===== src/design/kcr_pkg.sv =====
`timescale 1ns / 1ps
// ----------------------------------------------------------------------------
// kcr_pkg
// Shared constants, request types and helpers for the keyframe cloud
// retention block.
// ----------------------------------------------------------------------------
package kcr_pkg;

	localparam int N    = 64;
	localparam int IW   = 6;
	localparam int CW   = 7;
	localparam int AXIS = 21;
	localparam int KW   = 3 * AXIS;
	localparam int TW   = 32;

	localparam logic [1:0] ST_OK   = 2'd0;
	localparam logic [1:0] ST_FULL = 2'd1;
	localparam logic [1:0] ST_BAD  = 2'd2;

	localparam logic [1:0] REG_VOXEL_ENABLE = 2'd0;
	localparam logic [1:0] REG_VOXEL_SHIFT  = 2'd1;
	localparam logic [1:0] REG_RECENT_WIN   = 2'd2;
	localparam logic [1:0] REG_MAX_CLOUD    = 2'd3;

	localparam logic OP_ADD    = 1'b0;
	localparam logic OP_SELECT = 1'b1;

	typedef struct packed {
		logic          add_en;
		logic          sel_en;
		logic          own_en;
		logic          drop_en;
		logic [IW-1:0] idx;
		logic [TW-1:0] stamp;
		logic          bearing;
		logic [KW-1:0] key;
	} kcr_cmd_t;

	typedef struct packed {
		logic          by_time;
		logic          ve;
		logic [TW-1:0] now;
		logic [TW-1:0] window;
		logic [KW-1:0] key;
	} kcr_qry_t;

	typedef struct packed {
		logic          found;
		logic          held;
		logic [TW-1:0] val;
		logic [IW-1:0] idx;
	} kcr_link_t;

	function automatic logic [AXIS-1:0] axis_cell(input logic [31:0] pos,
		input logic [4:0] sh);
		logic signed [31:0] t;
		t = $signed(pos) >>> sh;
		return t[AXIS-1:0];
	endfunction

endpackage


===== src/design/kcr_cell.sv =====
`timescale 1ns / 1ps
// ----------------------------------------------------------------------------
// kcr_cell
// One table entry plus one stage of the search chain; merges its own
// candidate and ownership match into the link from the lower neighbor.
// ----------------------------------------------------------------------------
module kcr_cell (
	input  logic                   clk,
	input  logic                   arst_n,
	input  logic [kcr_pkg::IW-1:0] cell_id,
	input  kcr_pkg::kcr_cmd_t      cmd,
	input  kcr_pkg::kcr_qry_t      qry,
	input  kcr_pkg::kcr_link_t     link_in,
	output kcr_pkg::kcr_link_t     link_q
);

	logic [kcr_pkg::TW-1:0] stamp_q;
	logic [kcr_pkg::TW-1:0] lst_q;
	logic [kcr_pkg::KW-1:0] key_q;
	logic                   bearing_q;
	logic                   owner_q;
	logic                   hit;
	logic [kcr_pkg::TW:0]   age;
	logic                   prot;
	logic                   cand;
	logic [kcr_pkg::TW-1:0] val;
	logic                   take;
	kcr_pkg::kcr_link_t     link_d;

	assign hit = (cmd.idx == cell_id);

	always_ff @(posedge clk) begin
		if (cmd.add_en && hit) begin
			stamp_q <= cmd.stamp;
		end
		if ((cmd.add_en || cmd.sel_en) && hit) begin
			lst_q <= cmd.stamp;
		end
		if (cmd.own_en && hit) begin
			key_q <= cmd.key;
		end
	end

	always_ff @(posedge clk or negedge arst_n) begin
		if (!arst_n) begin
			bearing_q <= 1'b0;
			owner_q   <= 1'b0;
		end else if (hit) begin
			if (cmd.add_en) begin
				bearing_q <= cmd.bearing;
				owner_q   <= 1'b0;
			end
			if (cmd.own_en) begin
				owner_q <= 1'b1;
			end
			if (cmd.drop_en) begin
				bearing_q <= 1'b0;
			end
		end
	end

	always_comb begin
		age  = {1'b0, qry.now} - {1'b0, stamp_q};
		prot = (cell_id == '0) || ($signed(age) <= $signed({1'b0, qry.window}));
		cand = bearing_q && !prot && (qry.by_time || (qry.ve && !owner_q));
		val  = qry.by_time ? lst_q : '0;
		take = cand && (!link_in.found || (val < link_in.val));
		link_d.found = link_in.found || take;
		link_d.val   = take ? val : link_in.val;
		link_d.idx   = take ? cell_id : link_in.idx;
		link_d.held  = link_in.held || (owner_q && (key_q == qry.key));
	end

	always_ff @(posedge clk or negedge arst_n) begin
		if (!arst_n) begin
			link_q <= '0;
		end else begin
			link_q <= link_d;
		end
	end

endmodule


===== config.mk =====
export PLATFORM = sky130hd
export DESIGN_NAME = kcr_cell
export DESIGN_NICKNAME = d
export VERILOG_FILES = /design/src/design/kcr_pkg.sv /design/src/design/kcr_cell.sv
export SDC_FILE = /design/constraint.sdc
export NUM_CORES = 1
export LEC_CHECK = 0
export BUFFER_PORTS_ARGS = -buffer_cell sky130_fd_sc_hd__buf_2
export CORE_ASPECT_RATIO = 1.5
export CORE_MARGIN = 2
export CORE_UTILIZATION = 40
export DETAILED_ROUTE_END_ITERATION = 8
export PLACE_DENSITY = 0.7
export SETUP_SLACK_MARGIN = 0.5
export SKIP_CTS_REPAIR_TIMING = 1
export SLEW_MARGIN = 20
export SYNTH_ARGS = -nofsm -noshare
export SYNTH_HDL_FRONTEND = slang
export SYNTH_SLANG_ARGS = --single-unit

===== constraint.sdc =====
create_clock -name clk -period 7 [get_ports clk]
set_input_delay 0.35 -clock clk [delete_from_list [all_inputs] [get_ports clk]]
set_output_delay 0.35 -clock clk [all_outputs]
set_load 0.01 [all_outputs]

==> run metrics <==
status=finished, violations left; failing checks=negative hold slack; standard-cell rows=70; Fin Hold WS=-0.00312 ns; Largest delay share family, worst path=compound AO/OA/AOI/OAI gates; CTS clk-pin slew, worst paths=0.06 ns; Synth top area share=0.385; CP max stage delay=0.50 ns; pwr dens=195 nW/µm²; post-synthesis simple-gate area fraction=0.102; DP HPWL=23.0 mm; crit-path cells=inv_1 -> ha_1 -> a211oi_1 -> o21bai_1 -> o31ai_2 -> a21boi_0 -> o31a_1 -> o31a_1 -> o211ai_1 -> o311ai_0 -> ha_1 -> nand4_1 -> nor4_2 -> o311ai_1 -> nand4_1 -> nand4b_1 -> a2111o_1 -> a211oi_4 -> buf_4 -> mux2_2; top_reg_cell synth=edfxtp_1; setup violators final=0; Vias/cell=roughly 5.0; CP endpoint kind=register; Register Area=4860 µm²; YS warnings=0; port buffer count=322; relative slew slack=0.375; drt pass-1 iters=5; initial antenna violation count=10; number of DRC markers in iteration 0=313; final worst setup slack=1.32 ns; Adder-Cell Fraction of Synth Area=0.122; Async S/R FF share, synth=0.249; die footprint=26100 µm²; largest family of logic cells by synthesized area=compound AO/OA/AOI/OAI gates; vias in the first global route=7997; dominant cell type by area after synthesis=edfxtp_1; Seq/Total Area, Yosys=0.491; core area=24300 µm²; Buf+Inv Stages, Crit Path=2; Top-Level Pins=between 300 and 400; critical path required time=7.31 ns; LEAKAGE=5.67 nW; pre-CTS setup slack=1.20 ns; HP Class=in -> async; gr busiest metal=met2; Clock Path Buffers=2; post-synthesis compound-gate area fraction=0.126; P_sw=roughly 600 µW; Clk Latency, worst-skew pair=0.43 ns; Int Pwr=1.84 mW; Routed Antenna Nets=0; Nets=approximately 1600; Tmin final=5.68 ns; DRC Markers=0; area grow syn2layout=26.1%; most frequent cell after synthesis=edfxtp_1; crit path launch type=register; Initial Util=0.407; overall power=between 2 and 2.5 mW; met2 Use GR=0.383; maxcap violations=0; Worst-Margin Slew=0.913 ns; Post-Synth XOR/XNOR Area=0.0593; Routed WL=28.0 mm; flops & latches, synth=169; number of synthesized flops with an enable pin=between 100 and 150; grt ovf=0; top cells by area, synth=edfxtp_1 (39%), ha_1 (12%), dfrtp_1 (11%); fraction of the cycle the final worst path needs=0.811; H-tree depth=4; GR Util met3=0.0527; Die Height=about 200 µm; met1 GRT Util=0.222; Commonest cells post-synth=edfxtp_1 (127), inv_1 (124), ha_1 (95), xnor2_1 (55), a21oi_1 (46); Final Skew=0.00793 ns; mux cell area share after synthesis=0.0431; crit path kind=reg -> reg; sequential share of power=0.457; CP max stage cell=buf_4; FMAX=0.176 GHz; Netlist cell types=76; WP data arrival=roughly 6 ns; clk sink count=between 150 and 200; Clk pwr share=0.385; Root Buffer=clkbuf_16; CTS tree=built; worst ir drop on vdd=0.180 mV; fillers=2242; area of the multi-input gates=4490 µm²; crit path max fanout=38; Synth Area per Inst=~11 µm²; Fin. Hold Viols=2; mean routed wirelength per cell=18.0 µm; vias post-DR=7826; first-pass GRT wire length=41.9 mm; Mapped Nets=1251; Logic pwr share=0.158; Chip Width=132 µm; GRT Total Usage=0.215; max-slew violations=0; fin util=0.513; Net Sw Frac=0.246; Mapped Area=9900 µm²; layout cell share with drive strength beyond 1=0.319; Post-Syn Instances=872; CTS Buf Count=17; unrepaired setup endpoints after global routing=no; GPL Wtd Cong=0.937; setup TNS=0 ns; largest net degree at the start of global routing=49
## sequential cells by signal, indices dropped and copies added, names as in the netlist
signal / cells
key_q: 63
bearing_q: 1
lst_q: 32
link_q: 40
stamp_q: 32
owner_q: 1
## stage by stage
step / area [µm²] / cells
2_1_floorplan: 9900 / 872
5_1_grt: 12500 / 1548
3_3_place_gp: 11900 / 1510
6_report: 12500 / 1550
3_5_place_dp: 11900 / 1510
4_1_cts: 12500 / 1542
## cell type report
| class | instances | share of cell area |
|---|---|---|
| Antenna cell | 8 | 0.00160 |
| Timing Repair Buffer | 327 | 0.132 |
| Clock buffer | 22 | 0.0380 |
| Sequential cell | 169 | 0.390 |
| Tap cell | 324 | 0.0325 |
| Clock inverter | 10 | 0.00942 |
| Multi-Input combinational cell | 566 | 0.360 |
| Inverter | 124 | 0.0373 |
## metal layers
metal,vias up,wire (µm)
met2,295,14700
met3,73,1810
met5,-,41
met1,3611,9870
met4,6,1550
li1,3841,-
## cells in the final DEF, fill, tap and decap left out, types with 18 or more instances in the layout
master,count
buf_2,322
nor2_1,38
nand2_1,22
mux2_1,19
xnor2_1,55
dfrtp_1,42
a21oi_1,46
inv_1,124
o21ai_0,34
nand4_1,27
mux2_2,18
ha_1,95
and2_1,34
edfxtp_1,127
## final timing paths
check,start,to,slack (ns),depth (start not counted)
setup / recovery,stamp_q[7]$_DFFE_PP_,link_q[21]$_DFF_PN0_,1.32,20
hold / removal,arst_n,link_q[11]$_DFF_PN0_,-0.003,2
setup reg to reg,stamp_q[7]$_DFFE_PP_,link_q[21]$_DFF_PN0_,1.32,20
hold reg to reg,owner_q$_DFFE_PN0P_,owner_q$_DFFE_PN0P_,0.53,1
max in group asynchronous,arst_n,link_q[31]$_DFF_PN0_,6.53,2
min in group clk,cmd[17],key_q[17]$_DFFE_PP_,0.09,1
## logic make-up after synthesis
kind of cell    Yosys count
buf+inv                 137
simple gates            183
flops                   169
mux                      38
compound gates          182
xor+xnor                 67
fa+ha+maj                96
## power by group through the flow
| stage | sequential [mW] | combinational, mW | clock [mW] |
|---|---|---|---|
| 6_report | 1.12 | 0.386 | 0.939 |
| 5_1_grt | 1.12 | 0.431 | 1.00 |
| 4_1_cts | 1.12 | 0.389 | 0.964 |
| 3_5_place_dp | 1.14 | 0.387 | 0 |
| 3_3_place_gp | 1.14 | 0.379 | 0 |
| 2_1_floorplan | 1.14 | 0.206 | 0 |
Power figures use the tool's default switching activity.
